--- src/hw/rtl/lss_pkg.sv ---
package lss_pkg;

  localparam int DEPTH_DEF = 128;
  localparam int WORD_W    = 32;
  localparam int POS_W     = 7;
  localparam int COUNT_W   = 8;

  typedef enum logic [1:0] {
    OP_PUSH   = 2'd0,
    OP_POP    = 2'd1,
    OP_SEARCH = 2'd2,
    OP_CLEAR  = 2'd3
  } op_t;

  typedef enum logic [1:0] {
    ST_OK        = 2'd0,
    ST_OVERFLOW  = 2'd1,
    ST_UNDERFLOW = 2'd2,
    ST_NOTFOUND  = 2'd3
  } status_t;

  typedef enum logic {
    FSM_IDLE,
    FSM_SEARCH
  } fsm_t;

  typedef struct packed {
    logic [1:0]               func;
    logic signed [WORD_W-1:0] value;
  } in_item_t;

  typedef struct packed {
    logic [1:0]               status;
    logic signed [WORD_W-1:0] popped_value;
    logic [POS_W-1:0]         position;
    logic signed [WORD_W-1:0] top_value;
    logic [COUNT_W-1:0]       entry_count;
    logic                     is_empty;
    logic                     is_full;
  } out_item_t;

  typedef struct packed {
    logic push;
    logic pop;
    logic rot;
  } cell_ctrl_t;

endpackage

--- src/hw/rtl/lss_cell.sv ---
module lss_cell (
  input  logic                      clk,
  input  lss_pkg::cell_ctrl_t       ctrl,
  input  logic                      wrap_en,
  input  logic [lss_pkg::WORD_W-1:0] up_word,
  input  logic [lss_pkg::WORD_W-1:0] dn_word,
  input  logic [lss_pkg::WORD_W-1:0] wrap_word,
  output logic [lss_pkg::WORD_W-1:0] word
);
  import lss_pkg::*;

  logic [WORD_W-1:0] word_r;
  logic [WORD_W-1:0] word_nxt;

  always_comb begin
    word_nxt = word_r;
    if (ctrl.push) begin
      word_nxt = up_word;
    end else if (ctrl.pop) begin
      word_nxt = dn_word;
    end else if (ctrl.rot) begin
      word_nxt = wrap_en ? wrap_word : dn_word;
    end
  end

  always_ff @(posedge clk) begin
    word_r <= word_nxt;
  end

  assign word = word_r;

endmodule

--- config.mk ---
export PLATFORM = sky130hd
export DESIGN_NAME = lss_cell
export DESIGN_NICKNAME = d
export VERILOG_FILES = /design/src/hw/rtl/lss_pkg.sv /design/src/hw/rtl/lss_cell.sv
export SDC_FILE = /design/constraint.sdc
export NUM_CORES = 1
export LEC_CHECK = 0
export ABC_AREA = 1
export BUFFER_PORTS_ARGS = -buffer_cell sky130_fd_sc_hd__buf_2
export CORE_MARGIN = 3
export CORE_UTILIZATION = 28
export DETAILED_ROUTE_END_ITERATION = 8
export GPL_TIMING_DRIVEN = 0
export PLACE_DENSITY = 0.67
export SKIP_CTS_REPAIR_TIMING = 1
export SYNTH_ARGS = -nofsm -noshare
export SYNTH_HDL_FRONTEND = slang
export SYNTH_SLANG_ARGS = --single-unit
--- constraint.sdc ---
create_clock -name clk -period 1.9 [get_ports clk]
set_input_delay 0.19 -clock clk [delete_from_list [all_inputs] [get_ports clk]]
set_output_delay 0.19 -clock clk [all_outputs]
set_load 0.02 [all_outputs]
* Word-level counts from Yosys, hierarchy flattened *
Cells that the tools add are included.
W data, S select, Z words.

word-level totals
  output and inout port bits = 32
  bits of input ports = 101
  register bits = 32
  word-level logic and storage cells = 6

operators by class
  multiplexer cells = 4
  reduce and logical (&&, ||, !) cells = 1

operator list
  cell                count
  $mux W32            4
  $reduce_bool A3 Y1  1

* Depth between registers and ports, before layout *
  depth in word-level cells = 4
  depth in mapped cells = 6
  mapped depth without buffers = 5

* Worst setup path after synthesis *
OpenSTA, ideal clock, no wires.

  path kind = input port to flip-flop
  from = in ctrl[1] in the netlist's numbering
  to = reg word_r[0] (netlist: word[0]) (enable)
  setup slack = 392 ps
  required time = 1421 ps
  library setup time = 479 ps
  stages = 3
  buffers on the path = 1
  arrival = 1030 ps
  cells stage by stage = inv_2 > buf_2 > nand2_1

between the ends
  cells in the longest elaborated chain, start to end = 1

RTL lines
  element                       line            RTL
  from (decl)                   lss_cell.sv:3   input lss_pkg::cell_ctrl_t ctrl,
  $reduce_bool A3 Y1 (no line)  --
  to (signal assigned)          lss_cell.sv:27  word_r <= word_nxt;
  to (decl)                     lss_cell.sv:12  logic [WORD_W-1:0] word_r;

No other way between the ends.
A chain may end at the register's enable or synchronous reset.

* Worst setup path after layout *
  from = in ctrl[1] in the netlist's numbering
  to = reg word_r[10] (netlist: word[10]) (enable)

The elaborated chain is that of the path after synthesis.

==> results.yml <==
outcome:
  outcome: "complete, no violations"
placed_design:
  dpl-instance-area_sq_um: 2880
  port_buffers: 130
  gp_congestion: 0.737
  dp_hpwl_microns: 4630
  place_ws_ns: -0.247
floorplan:
  die_y_microns: 92.8
  placeableCoreArea_sq_um: 7290
  rows: 31
  start_util: 0.289
  num_io_pins: 133
  dieArea_sq_um: 8610
  die_w_microns: 92.8
logic_synthesis:
  yosysUniqueCellTypes: 11
  seq_area_frac_synth: 0.456
  synth.top_cell.area_share: 0.456
  yosysMostFrequentCell: "nand2_1"
  yosys_warnings: 0
  netlist_top_cells_area: "edfxtp_1, nand3_1, nand2_1"
  synth_edf_count: 32
  synth_ff_type: "edfxtp_1"
  synth-async-reset-ratio: 0
  avgSynthCellArea_sq_um: 7.58
  synth-seq-cells: 32
  synth_area_sq_um: 2110
  yosys.area.top_type: "edfxtp_1"
  netlist_instances: 278
  ys_top_cells_by_count: "nand2_1, inv_1, nand3_1, edfxtp_1, nand2_2"
  syn_nets: 379
clock_tree:
  cts-buffers-inserted: 5
  cts_tree: "yes"
  cts-root-buf: "clkbuf_8"
  clock-sinks: 32
  cts_max_path_buffers: 2
  clkTransAtPathRegs_ns: 0.07
  htree_levels: 2
sta:
  worst_hold_slack_ns: 0.178
  slew_headroom: 0.482
  clock.fmax_ghz: 0.751
  fin_tns_setup_ns: 0
  rsz0062_at_grt: "false"
  maxSlewViolCount: 0
  tightest_slew_ns: 0.774
  finalCriticalPeriod_ns: 1.33
  finalHoldViolations: 0
  setup_viol: 0
  period_share: 0.701
  setup_slack_ns: 0.568
cells_and_area:
  drive_gt1_frac: 0.451
  antennaDiodeCount: 0
  final_core_util: 0.406
  area_delta_synth_final_pct: 40.5
  largest_reg_flops: 32
  design_area_sq_um: 2960
  finalNetCount: 516
routing:
  drt_iter0_markers: 85
  vias_per_cell: 4.22
  routedWlPerCell_microns: 11.9
  vias: 2169
  ant_nets: 0
  routed_wl_microns: 6100
  drc: 0
  dr.pass1.iters: 4
grt:
  grt-ovfl-total: 0
  grt_antenna_before_repair: 0
  grt_usage: 0.142
  grt_max_degree: 33
  grt_pass1_wl_microns: 9770
  grt_pass1_vias: 2091
setup_path:
  timing.critical_path.mode_cell: "buf_2"
  end_kind: "register"
  criticalPathCategory: "in -> reg"
  arrival_ns: 1.18
  cp_slowest_cell: "nand2_2"
  cp.required_ns: 1.75
  crit_fanout: 32
  path_cells: "buf_2 -> inv_2 -> buf_2 -> nand2_2"
  worst_path_largest_cell_delay_ns: 0.48
  critPathLaunch: "ctrl[1]"
  critPathLaunchType: "input port"
hold_path:
  hold_depth: 3
  min_from: "up_word[30]"
  holdPathEnd: "word[30]"
  min_path_type: "in -> reg"
power:
  power_density_nw_per_um2: 647
  cellLeakagePower_uw: 0.00175
  peakVddDrop_mv: 0.279
flow_run:
  max_cap_viol_count: 0
-- stage by stage --
step / power (uW) / std cells
6_report: 1920 / 514
5_1_grt: 2030 / 514
4_1_cts: 1940 / 514
3_5_place_dp: 1440 / 507
3_3_place_gp: 1430 / 507
2_1_floorplan: 1220 / 278
-- layout by cell type (no fill, tap or decap) --
cell	synthesis	routed
buf_2	7	137
buf_4	6	6
buf_6	4	4
clkbuf_1	0	1
clkbuf_8	0	5
clkinv_2	0	1
edfxtp_1	32	32
inv_1	64	64
inv_2	2	2
nand2_1	67	66
nand2_2	30	31
nand2_4	1	1
nand3_1	64	64
nor2_1	1	1
-- cell families after synthesis --
family | count (synthesis) | share of synthesized area
flip-flops | 32 | 0.456
buffers and inverters | 83 | 0.177
AND/OR/NAND/NOR | 163 | 0.367
-- worst max-delay path, delay by kind of cell --
kind	cells	cell delay, ns
AND/OR/NAND/NOR	1	0.48
buffers and inverters	3	0.49
-- power breakdown --
part	switching (uW)	internal [uW]	leakage (uW)
logic	318	213	0.00137
registers	18.9	872	0.000337
clock network	247	249	0.0000410
total	584	1330	0.00175
-- worst max path at each step --
stage	slack (ns)	cells after the start	endpoint
finish	0.57	4	word[10]
global route	0.44	4	word[10]
CTS	0.04	4	word[10]
detailed placement	-0.25	4	word[13]
global placement	-0.23	4	word[16]
floorplan	0.39	3	word[0]
-- layer usage --
| layer | track usage | up-vias | share of wire |
|---|---|---|---|
| li1 | - | 1122 | - |
| met1 | 0.179 | 952 | 0.44 |
| met2 | 0.239 | 91 | 0.47 |
| met3 | 0.0382 | 4 | 0.083 |
| met4 | 0.0366 | 0 | 0.0069 |
| met5 | 0 | - | 0 |
-- layout make-up --
class                           instances  area, sq um
Fill cell                             798         4330
Sequential cell                        32          961
Multi-Input combinational cell        163          777
Timing Repair Buffer                  130          651
Inverter                               66          248
Buffer                                 17          125
Tap cell                               99          124
Clock buffer                            6         72.6
Clock inverter                          1         5.00
(Power assumes the default switching activity.)
